<file path="src/design/ppcc_pkg.sv">
// Shared types, op codes and constants for the pulse period count converter.
package ppcc_pkg;

    localparam int NUM_W = 68;
    localparam int DEN_W = 41;
    localparam int CNT_W = 7;

    localparam logic [19:0]      US_PER_S  = 20'd1000000;
    localparam logic [47:0]      MAX48 = 48'hFFFF_FFFF_FFFF;
    localparam logic [55:0]      MAX56 = 56'hFF_FFFF_FFFF_FFFF;

    // 1e6 * 2^16 = 15625 * 2^22: filter clocks = ((filter * clock) >> 22) / 15625,
    // the divide done as a multiply by ceil(2^44 / 15625) and a shift by 44
    localparam logic [31:0] FC_RECIP = 32'd1125899907;
    localparam logic [29:0] FC_SAT   = 30'd1024000000;   // 15625 * 65536

    // Configuration register indexes
    localparam logic [2:0] REG_CLOCK  = 3'd0;
    localparam logic [2:0] REG_AVG    = 3'd1;
    localparam logic [2:0] REG_FILTER = 3'd2;
    localparam logic [2:0] REG_MINF   = 3'd3;
    localparam logic [2:0] REG_INVERT = 3'd4;
    localparam logic [2:0] REG_SCALE  = 3'd5;
    localparam logic [2:0] REG_OFFSET = 3'd6;

    // Datapath op sequence
    localparam logic [3:0] OP_DEN  = 4'd0;   // den = clock * averages
    localparam logic [3:0] OP_PMUL = 4'd1;   // period * 1e6
    localparam logic [3:0] OP_PDIV = 4'd2;   // mean period
    localparam logic [3:0] OP_WMUL = 4'd3;   // width * 1e6
    localparam logic [3:0] OP_WDIV = 4'd4;   // mean width
    localparam logic [3:0] OP_FMUL = 4'd5;   // filter * clock
    localparam logic [3:0] OP_FDIV = 4'd6;   // filter clocks, reciprocal multiply
    localparam logic [3:0] OP_LDIV = 4'd7;   // limit word
    localparam logic [3:0] OP_DMUL = 4'd8;   // width * |scale|
    localparam logic [3:0] OP_DDIV = 4'd9;   // duty
    localparam logic [3:0] OP_QDIV = 4'd10;  // frequency

    typedef struct packed {
        logic       load;
        logic       mul;
        logic       div_start;
        logic       capture;
        logic       out_load;
        logic [3:0] op;
    } t_cmd;

    typedef struct packed {
        logic div_done;
        logic p_zero;
    } t_status;

    function automatic logic op_is_mul(input logic [3:0] op);
        return (op == OP_DEN) || (op == OP_PMUL) || (op == OP_WMUL) ||
               (op == OP_FMUL) || (op == OP_FDIV) || (op == OP_DMUL);
    endfunction

endpackage

</file>
<file path="src/design/ppcc_div.sv">
// Restoring divider, one quotient bit per cycle.
module ppcc_div (
    input  logic                        i_clk,
    input  logic                        i_rst_n,
    input  logic                        i_start,
    input  logic [ppcc_pkg::NUM_W-1:0]  i_num,
    input  logic [ppcc_pkg::DEN_W-1:0]  i_den,
    output logic                        o_done,
    output logic [ppcc_pkg::NUM_W-1:0]  o_quo,
    output logic                        o_rem_nz
);
    import ppcc_pkg::*;

    logic [NUM_W-1:0] r_quo;
    logic [DEN_W:0]   r_rem;
    logic [DEN_W-1:0] r_den;
    logic [CNT_W-1:0] r_cnt;
    logic             r_busy;
    logic             r_done;
    logic [DEN_W:0]   n_sh;
    logic             n_ge;

    assign n_sh = {r_rem[DEN_W-1:0], r_quo[NUM_W-1]};
    assign n_ge = n_sh >= {1'b0, r_den};

    always_ff @(posedge i_clk) begin
        if (!i_rst_n) begin
            r_busy <= 1'b0;
            r_done <= 1'b0;
            r_cnt  <= '0;
        end else begin
            r_done <= 1'b0;
            if (i_start) begin
                r_busy <= 1'b1;
                r_cnt  <= '0;
            end else if (r_busy) begin
                r_cnt <= r_cnt + 1'b1;
                if (r_cnt == CNT_W'(NUM_W - 1)) begin
                    r_busy <= 1'b0;
                    r_done <= 1'b1;
                end
            end
        end
    end

    always_ff @(posedge i_clk) begin
        if (i_start) begin
            r_quo <= i_num;
            r_rem <= '0;
            r_den <= i_den;
        end else if (r_busy) begin
            r_quo <= {r_quo[NUM_W-2:0], n_ge};
            r_rem <= n_ge ? (n_sh - {1'b0, r_den}) : n_sh;
        end
    end

    assign o_done   = r_done;
    assign o_quo    = r_quo;
    assign o_rem_nz = |r_rem;
endmodule

</file>
<file path="src/design/ppcc_dp.sv">
// Datapath: config registers, shared multiplier, divider, result registers.
module ppcc_dp (
    input  logic                  i_clk,
    input  logic                  i_rst_n,
    input  logic                  i_cfg_we,
    input  logic [2:0]            i_cfg_idx,
    input  logic [31:0]           i_cfg_data,
    input  logic [31:0]           i_status_word,
    input  logic [31:0]           i_period_count,
    input  logic [31:0]           i_width_count,
    input  ppcc_pkg::t_cmd        i_cmd,
    output ppcc_pkg::t_status     o_status,
    output logic [47:0]           o_mean_period,
    output logic [47:0]           o_mean_width,
    output logic signed [47:0]    o_duty_cycle,
    output logic [55:0]           o_frequency_hz,
    output logic                  o_valid_res,
    output logic                  o_input_level,
    output logic [31:0]           o_mode_word,
    output logic [31:0]           o_limit_word
);
    import ppcc_pkg::*;

    // config
    logic [28:0]        r_clock;
    logic [15:0]        r_avg;
    logic [31:0]        r_filter;
    logic [31:0]        r_minf;
    logic               r_invert;
    logic signed [31:0] r_scale;
    logic signed [31:0] r_offset;

    // item and work registers
    logic [1:0]       r_flags;
    logic [31:0]      r_p;
    logic [31:0]      r_w;
    logic [DEN_W-1:0] r_den;
    logic [63:0]      r_mul;
    logic [47:0]      r_period;
    logic [47:0]      r_width;
    logic [15:0]      r_fc;
    logic [31:0]      r_lim;
    logic signed [47:0] r_held_duty;
    logic [55:0]      r_held_freq;

    logic [28:0]      n_c;
    logic [11:0]      n_a;
    logic [31:0]      n_smag;
    logic [31:0]      n_ma, n_mb;
    logic [63:0]      n_prod;
    logic             n_fc_sat;
    logic [NUM_W-1:0] n_num;
    logic [DEN_W-1:0] n_dv;
    logic             div_done, rem_nz;
    logic [NUM_W-1:0] quo;
    logic [50:0]      n_qc;
    logic signed [52:0] n_dsum;
    logic [34:0]      n_c40;
    logic             n_lover;

    assign n_c = (r_clock == '0) ? 29'd1 : r_clock;
    assign n_a = (r_avg == '0) ? 12'd1 : ((r_avg > 16'hFFF) ? 12'hFFF : r_avg[11:0]);
    assign n_smag = r_scale[31] ? (32'd0 - r_scale) : r_scale;

    always_ff @(posedge i_clk) begin
        if (!i_rst_n) begin
            r_clock  <= 29'd100000000;
            r_avg    <= 16'd1;
            r_filter <= 32'd65536;
            r_minf   <= 32'd65536;
            r_invert <= 1'b0;
            r_scale  <= 32'sd6553600;
            r_offset <= '0;
        end else if (i_cfg_we) begin
            case (i_cfg_idx)
                REG_CLOCK:  r_clock  <= i_cfg_data[28:0];
                REG_AVG:    r_avg    <= i_cfg_data[15:0];
                REG_FILTER: r_filter <= i_cfg_data;
                REG_MINF:   r_minf   <= i_cfg_data;
                REG_INVERT: r_invert <= i_cfg_data[0];
                REG_SCALE:  r_scale  <= i_cfg_data;
                REG_OFFSET: r_offset <= i_cfg_data;
                default: ;
            endcase
        end
    end

    // multiplier operand select
    always_comb begin
        case (i_cmd.op)
            OP_DEN:  begin n_ma = {3'd0, n_c};  n_mb = {20'd0, n_a}; end
            OP_PMUL: begin n_ma = r_p;          n_mb = {12'd0, US_PER_S}; end
            OP_WMUL: begin n_ma = r_w;          n_mb = {12'd0, US_PER_S}; end
            OP_FMUL: begin n_ma = r_filter;     n_mb = {3'd0, n_c}; end
            OP_FDIV: begin n_ma = {2'd0, r_mul[51:22]}; n_mb = FC_RECIP; end
            OP_DMUL: begin n_ma = r_w;          n_mb = n_smag; end
            default: begin n_ma = r_w;          n_mb = n_smag; end
        endcase
    end

    assign n_prod = n_ma * n_mb;
    // filter clocks saturate once (filter * clock) >> 22 reaches 15625 * 65536
    assign n_fc_sat = (|r_mul[63:52]) || (r_mul[51:22] >= FC_SAT);

    // divider operand select
    always_comb begin
        case (i_cmd.op)
            OP_PDIV, OP_WDIV: begin n_num = {r_mul[51:0], 16'd0}; n_dv = r_den; end
            OP_LDIV:          begin n_num = {11'd0, r_den, 16'd0}; n_dv = {9'd0, r_minf}; end
            OP_DDIV:          begin n_num = {4'd0, r_mul};         n_dv = {9'd0, r_p}; end
            default:          begin n_num = {11'd0, r_den, 16'd0}; n_dv = {9'd0, r_p}; end
        endcase
    end

    ppcc_div u_div (
        .i_clk    (i_clk),
        .i_rst_n  (i_rst_n),
        .i_start  (i_cmd.div_start),
        .i_num    (n_num),
        .i_den    (n_dv),
        .o_done   (div_done),
        .o_quo    (quo),
        .o_rem_nz (rem_nz)
    );

    // duty clamp to 2^50, sign, offset
    assign n_qc = ((|quo[67:51]) || (quo[50] && (|quo[49:0]))) ? {1'b1, 50'd0} : quo[50:0];
    assign n_dsum = (r_scale[31] ? -$signed({2'b00, n_qc}) : $signed({2'b00, n_qc}))
                    + 53'(r_offset);
    assign n_c40 = 35'(n_c) * 35'd40;
    assign n_lover = (r_minf == '0) || (|quo[67:32]) || ((&quo[31:0]) && rem_nz);

    always_ff @(posedge i_clk) begin
        if (!i_rst_n) begin
            r_held_duty <= '0;
            r_held_freq <= '0;
        end else if (i_cmd.capture) begin
            if (i_cmd.op == OP_DDIV) begin
                if (n_dsum > 53'sh7FFF_FFFF_FFFF)
                    r_held_duty <= 48'sh7FFF_FFFF_FFFF;
                else if (n_dsum < -53'sh8000_0000_0000)
                    r_held_duty <= 48'sh8000_0000_0000;
                else
                    r_held_duty <= n_dsum[47:0];
            end
            if (i_cmd.op == OP_QDIV)
                r_held_freq <= (|quo[67:56]) ? MAX56 : quo[55:0];
        end
    end

    always_ff @(posedge i_clk) begin
        if (i_cmd.load) begin
            r_flags <= i_status_word[2:1];
            r_p     <= i_period_count;
            r_w     <= i_width_count;
        end
        if (i_cmd.mul) begin
            if (i_cmd.op == OP_DEN)
                r_den <= n_prod[DEN_W-1:0];
            else if (i_cmd.op == OP_FDIV)
                r_fc  <= n_fc_sat ? 16'hFFFF : n_prod[59:44];
            else
                r_mul <= n_prod;
        end
        if (i_cmd.capture) begin
            case (i_cmd.op)
                OP_PDIV: r_period <= (|quo[67:48]) ? MAX48 : quo[47:0];
                OP_WDIV: r_width  <= (|quo[67:48]) ? MAX48 : quo[47:0];
                OP_LDIV: r_lim    <= n_lover ? ((|n_c40[34:32]) ? 32'hFFFF_FFFF : n_c40[31:0])
                                             : quo[31:0];
                default: ;
            endcase
        end
        if (i_cmd.out_load) begin
            o_mean_period  <= r_period;
            o_mean_width   <= r_width;
            o_duty_cycle   <= r_held_duty;
            o_frequency_hz <= r_held_freq;
            o_valid_res    <= r_flags[0];
            o_input_level  <= r_flags[1];
            o_mode_word    <= {r_fc, n_a - 12'd1, 3'd0, r_invert};
            o_limit_word   <= r_lim;
        end
    end

    assign o_status.div_done = div_done;
    assign o_status.p_zero   = (r_p == '0);
endmodule

</file>
<file path="src/design/ppcc_ctrl.sv">
// Controller: steps the datapath through its op sequence and runs the handshakes.
module ppcc_ctrl (
    input  logic               i_clk,
    input  logic               i_rst_n,
    input  logic               i_valid,
    output logic               o_ready,
    output logic               o_valid,
    input  logic               i_ready,
    input  ppcc_pkg::t_status  i_status,
    output ppcc_pkg::t_cmd     o_cmd
);
    import ppcc_pkg::*;

    localparam logic [1:0] S_IDLE = 2'd0;
    localparam logic [1:0] S_RUN  = 2'd1;
    localparam logic [1:0] S_WAIT = 2'd2;
    localparam logic [1:0] S_DONE = 2'd3;

    logic [1:0] r_state, n_state;
    logic [3:0] r_op, n_op;
    logic       r_ovalid, n_ovalid;
    logic       n_last;

    assign n_last = (r_op == OP_QDIV) || ((r_op == OP_LDIV) && i_status.p_zero);

    always_comb begin
        n_state = r_state;
        n_op    = r_op;
        o_cmd   = '0;
        o_cmd.op = r_op;
        case (r_state)
            S_IDLE: begin
                if (i_valid) begin
                    o_cmd.load = 1'b1;
                    n_op    = OP_DEN;
                    n_state = S_RUN;
                end
            end
            S_RUN: begin
                if (op_is_mul(r_op)) begin
                    o_cmd.mul = 1'b1;
                    n_op = r_op + 4'd1;
                end else begin
                    o_cmd.div_start = 1'b1;
                    n_state = S_WAIT;
                end
            end
            S_WAIT: begin
                if (i_status.div_done) begin
                    o_cmd.capture = 1'b1;
                    if (n_last) begin
                        n_state = S_DONE;
                    end else begin
                        n_op    = r_op + 4'd1;
                        n_state = S_RUN;
                    end
                end
            end
            S_DONE: begin
                if (!r_ovalid || i_ready) begin
                    o_cmd.out_load = 1'b1;
                    n_state = S_IDLE;
                end
            end
            default: n_state = S_IDLE;
        endcase
    end

    assign n_ovalid = o_cmd.out_load | (r_ovalid & ~i_ready);

    always_ff @(posedge i_clk) begin
        if (!i_rst_n) begin
            r_state  <= S_IDLE;
            r_op     <= OP_DEN;
            r_ovalid <= 1'b0;
        end else begin
            r_state  <= n_state;
            r_op     <= n_op;
            r_ovalid <= n_ovalid;
        end
    end

    assign o_ready = (r_state == S_IDLE);
    assign o_valid = r_ovalid;
endmodule

</file>
<file path="src/design/pulse_period_count_converter_top.sv">
// Top level of the pulse period count converter.
// Converts one period-unit snapshot (status, summed period and width counts) into
// period and width in microseconds (16 fraction bits), duty cycle, frequency, flags,
// mode word and limit word. One item is worked at a time: a single 32x32 multiplier
// and one shared restoring divider (68 quotient bits, one per cycle) do all the math;
// filter clocks come from a multiply by a fixed reciprocal. Each division is started,
// runs its 68 quotient bits and is captured. With a zero period count an item runs
// 5 multiplies and 3 divisions; otherwise 6 multiplies and 5 divisions. The result
// sits in an output register, so the next item is taken while it waits; a finished
// result stalls only while the one before is still unread.
// Duty and frequency hold their last values when period count is zero.
// Config writes go straight to the registers and are meant for an idle block.
module pulse_period_count_converter_top (
    input  logic               i_clk,
    input  logic               i_rst_n,
    input  logic               i_cfg_we,
    input  logic [2:0]         i_cfg_idx,
    input  logic [31:0]        i_cfg_data,
    input  logic               i_valid,
    output logic               o_ready,
    input  logic [31:0]        i_status_word,
    input  logic [31:0]        i_period_count,
    input  logic [31:0]        i_width_count,
    output logic               o_valid,
    input  logic               i_ready,
    output logic [47:0]        o_mean_period,
    output logic [47:0]        o_mean_width,
    output logic signed [47:0] o_duty_cycle,
    output logic [55:0]        o_frequency_hz,
    output logic               o_valid_res,
    output logic               o_input_level,
    output logic [31:0]        o_mode_word,
    output logic [31:0]        o_limit_word
);
    import ppcc_pkg::*;

    t_cmd    cmd;
    t_status status;

    ppcc_ctrl u_ctrl (
        .i_clk    (i_clk),
        .i_rst_n  (i_rst_n),
        .i_valid  (i_valid),
        .o_ready  (o_ready),
        .o_valid  (o_valid),
        .i_ready  (i_ready),
        .i_status (status),
        .o_cmd    (cmd)
    );

    ppcc_dp u_dp (
        .i_clk          (i_clk),
        .i_rst_n        (i_rst_n),
        .i_cfg_we       (i_cfg_we),
        .i_cfg_idx      (i_cfg_idx),
        .i_cfg_data     (i_cfg_data),
        .i_status_word  (i_status_word),
        .i_period_count (i_period_count),
        .i_width_count  (i_width_count),
        .i_cmd          (cmd),
        .o_status       (status),
        .o_mean_period  (o_mean_period),
        .o_mean_width   (o_mean_width),
        .o_duty_cycle   (o_duty_cycle),
        .o_frequency_hz (o_frequency_hz),
        .o_valid_res    (o_valid_res),
        .o_input_level  (o_input_level),
        .o_mode_word    (o_mode_word),
        .o_limit_word   (o_limit_word)
    );

    // an accepted item keeps the block busy next cycle
    a_busy_after_accept: assert property (@(posedge i_clk) disable iff (!i_rst_n)
        (i_valid && o_ready) |=> !o_ready)
        else $error("ready stayed high after accepting an item");

    // results load only when the output register is free or being drained
    a_no_overwrite: assert property (@(posedge i_clk) disable iff (!i_rst_n)
        cmd.out_load |-> (!o_valid || i_ready))
        else $error("pending result overwritten");

    // divider never restarted while the controller is idle
    a_start_busy: assert property (@(posedge i_clk) disable iff (!i_rst_n)
        cmd.div_start |-> !o_ready)
        else $error("divider started while idle");
endmodule
</file>
<file path="config.mk">
export PLATFORM = sky130hd
export DESIGN_NAME = pulse_period_count_converter_top
export DESIGN_NICKNAME = d
export VERILOG_FILES = /design/src/design/ppcc_pkg.sv /design/src/design/ppcc_div.sv /design/src/design/ppcc_dp.sv /design/src/design/ppcc_ctrl.sv /design/src/design/pulse_period_count_converter_top.sv
export SDC_FILE = /design/constraint.sdc
export NUM_CORES = 2
export LEC_CHECK = 0
export BUFFER_PORTS_ARGS = -buffer_cell sky130_fd_sc_hd__buf_2
export CAP_MARGIN = 20
export CELL_PAD_IN_SITES_DETAIL_PLACEMENT = 0
export CELL_PAD_IN_SITES_GLOBAL_PLACEMENT = 2
export CORE_ASPECT_RATIO = 1.1
export CORE_MARGIN = 3
export CORE_UTILIZATION = 37
export CTS_CLUSTER_DIAMETER = 200
export DETAILED_ROUTE_END_ITERATION = 8
export PLACE_DENSITY_LB_ADDON = 0.1
export SYNTH_ARGS = -nofsm -noshare
export SYNTH_HDL_FRONTEND = slang
export SYNTH_SLANG_ARGS = --single-unit
</file>
<file path="constraint.sdc">
create_clock -name i_clk -period 16.1 [get_ports i_clk]
set_input_delay 3.22 -clock i_clk [delete_from_list [all_inputs] [get_ports i_clk]]
set_output_delay 3.22 -clock i_clk [all_outputs]
set_load 0.02 [all_outputs]
</file>
==> impl_metrics.csv <==
group,metric,value,unit
synth,synth_top_family_by_area,"adder cells",
setup_path,reg2reg_slack,3.43,ns
place,io_buffers,370,
global_route,grt_pass1_vias,62656,
cells_and_area,final_core_util,41.44,%
place,globalplace.congestion,0.9430,
synth,ys_ff_latch,1023,
routing,wire_per_inst,27.57,µm
timing,drv_slew,0,
routing,vias_per_cell,5.393,
setup_path,start_kind,"register",
clocking,cts_tree,"done",
synth,synthXorXnorAreaFrac,2.462,%
setup_path,crit_path_end_kind,"register",
synth,synth-seq-area-share,34.33,%
timing,min_period_over_period,78.73,%
timing,setup_tns,0,ns
floorplanning,die_h,492.7,µm
timing,period_needed,12.67,ns
timing,rsz0062_at_grt,"false",
synth,syn_avg_cell_area,9.703,µm²
timing,finalSetupViolCount,0,
synth,synth_edf_count,687,
place,post-place-ws,3.602,ns
min_path,min_to,"u_dp.o_limit_word[27]",
timing,worstMarginPinSlew,1.177,ns
floorplanning,io_pins,404,
clocking,cts-hold-fix-buffers,0,
setup_path,arrival,13.07,ns
clocking,cts_buffer_depth,3,
clocking,clockRootBuffer,"clkbuf_16",
synth,synth_ff_type,"edfxtp_1",
clocking,cts_made_buffers,112,
place,placed_cell_area,84780,µm²
cells_and_area,fin_area,88700,µm²
routing,drt_iter0_markers,5104,
synth,synth_common_cells,"nand2_1, inv_1, fa_1",
routing,dr_total_vias,61212,
setup_path,worst-path-max-fanout,39,
global_route,grt_pass1_wl,447.4,mm
routing,wl,312.9,mm
setup_path,r2r_start,"u_ctrl.r_op[0]",
cells_and_area,area.growth.synth_to_final,11.30,%
setup_path,cpMostUsedCell,"fa_1",
routing,drtAntennaViolNets,0,
floorplanning,start_util,37.23,%
synth,synthMuxAreaShare,0.3957,%
global_route,grt_start_max_net_pins,164,
synth,synth-simple-area-share,14.89,%
floorplanning,dieArea,221000,µm²
min_path,hold_path_class,"register to register",
setup_path,critPathTopFamily,"adder cells",
timing,finalClockSkew,0.1079,ns
cells_and_area,drive_gt1_share,9.947,%
cells_and_area,nets,9823,
clocking,cts.clk_slew.worst_paths,0.07,ns
place,hpwl,240.6,mm
cells_and_area,fillers,21100,
setup_path,reg2reg_depth,34,
setup_path,cp.depth,34,
routing,dr.pass1.iters,6,
synth,synth_area_leaders,"edfxtp_1, fa_1, dfxtp_1, ha_1, nand2_1",
synth,synth_area,79690,µm²
synth,synthAdderAreaFrac,29.21,%
floorplanning,core,214000,µm²
clocking,ctsResizeCount,0,
clocking,clkLatencyLatePin,0.81,ns
synth,synth.top_cell.area_share,25.89,%
outcome,outcome,"completed",
synth,synth_top_cell_by_area,"edfxtp_1",
routing,drc,0,
synth,ys_types,91,
run,maxCapViolCount,0,
setup_path,critPathSlowestCell,"nand2_2",
setup_path,r2r-end,"u_dp.r_fc[7]",
global_route,grt_antenna_before_repair,10,
synth,yosysWarnings,0,
synth,synth_compound_area_share,11.51,%
timing,max_clock_freq,0.07890,GHz
global_route,grt_usage,27.99,%
synth,synth_most_common_cell,"nand2_1",
setup_path,critical_path_class,"register to register",
timing,worst_slack,3.425,ns
synth,ys_async_sr_fraction,0,%
floorplanning,placementRows,178,
setup_path,worstPathRequired,16.50,ns
synth,syn-instance-count,8213,
min_path,min_from,"u_dp.r_lim[27]",
timing,finalHoldViolCount,0,
clocking,htree_levels,3,
setup_path,cpPeakStageDelay,1.15,ns
min_path,hold_depth,0,
timing,relSlewSlack,21.56,%
clocking,clock-sinks,1023,
global_route,gr-total-overflow,0,
setup_path,crit_buf_inv,6,
clocking,post_cts_buffers,0,
floorplanning,fp.dieW,448.5,µm
state kept, by name (all words and copies together) (netlist names), 41 cells and up:
signal               count
u_dp.r_period           48
u_dp.r_width            48
u_dp.u_div.r_rem        42
u_dp.o_mean_period      48
u_dp.u_div.r_den        41
u_dp.r_held_duty        48
u_dp.r_mul              64
u_dp.u_div.o_quo        68
u_dp.r_held_freq        56
u_dp.o_duty_cycle       48
u_dp.o_frequency_hz     56
u_dp.r_den              41
u_dp.o_mean_width       48
layer usage:
layer / GRT usage (%) / routed length [µm]
met5: 0 / 28
met4: 10.38 / 13430
met3: 3.912 / 17190
met2: 47.73 / 152100
met1: 36.06 / 130200
cell type report:
cell class                      instances  area, µm²  share of cell area [%]
Multi-Input combinational cell       5690      46910                   52.89
Inverter                              992       3731                   4.207
Timing Repair Buffer                  547       3243                   3.656
Tap cell                             2880       3603                   4.063
Antenna cell                            6      15.01                 0.01693
Clock buffer                          142       2985                   3.366
Clock inverter                         71      848.3                  0.9564
Sequential cell                      1023      27360                   30.85
worst max path at each step:
stage                              start                   end
after floorplan                  i_ready  u_dp.o_duty_cycle[0]
after global placement    u_ctrl.r_op[0]          u_dp.r_fc[7]
after detailed placement  u_ctrl.r_op[0]          u_dp.r_fc[7]
after CTS                 u_ctrl.r_op[0]          u_dp.r_fc[7]
after global routing      u_ctrl.r_op[0]          u_dp.r_fc[7]
final                     u_ctrl.r_op[0]          u_dp.r_fc[7]
layout by cell type (no fill, tap or decap), types with 71 or more instances in the layout:
cell type,count
a21o_1,88
dfxtp_1,334
nand2_1,1114
clkbuf_16,112
nand3_1,146
and2_1,77
fa_1,899
edfxtp_1,687
buf_4,174
nand2b_1,114
a31oi_1,71
xor2_1,98
ha_1,422
buf_2,369
a21oi_1,409
nor2_1,843
o21a_1,75
xnor2_1,126
o21ai_0,220
inv_1,990
a22oi_1,137
nor3_1,116
metrics by stage:
stage / hold WS, ns / instances
floorplan: 0.4003 / 8215
global placement: 0.4008 / 11128
detailed placement: 0.4045 / 11129
CTS: 0.3646 / 11342
global route: 0.3744 / 11346
finish: 0.3734 / 11351
kinds of logic (layout without fill, tap and decap cells):
logic type               after synthesis  count (layout)
XOR/XNOR                             224             224
other                                  1               9
multiplexers                          31              31
AND/OR/NAND/NOR                     2712            2712
flip-flops                          1023            1023
adder cells (fa/ha/maj)             1321            1321
buffers and inverters               1502            1752
AO/OA/AOI/OAI                       1399            1399
worst register-to-register path, delay by kind of cell (launching register included):
| family | cells | cell delay, ns |
|---|---|---|
| AOI/OAI and AO/OA | 10 | 3.37 |
| and+or+nand+nor | 8 | 3.40 |
| adders and majority gates | 10 | 4.39 |
| DFF | 1 | 0.36 |
| buffers and inverters | 6 | 0.80 |
Power is left out: the tool's default activity adds up to more than one toggle a clock period on the data nets, which glitch-free logic cannot reach.
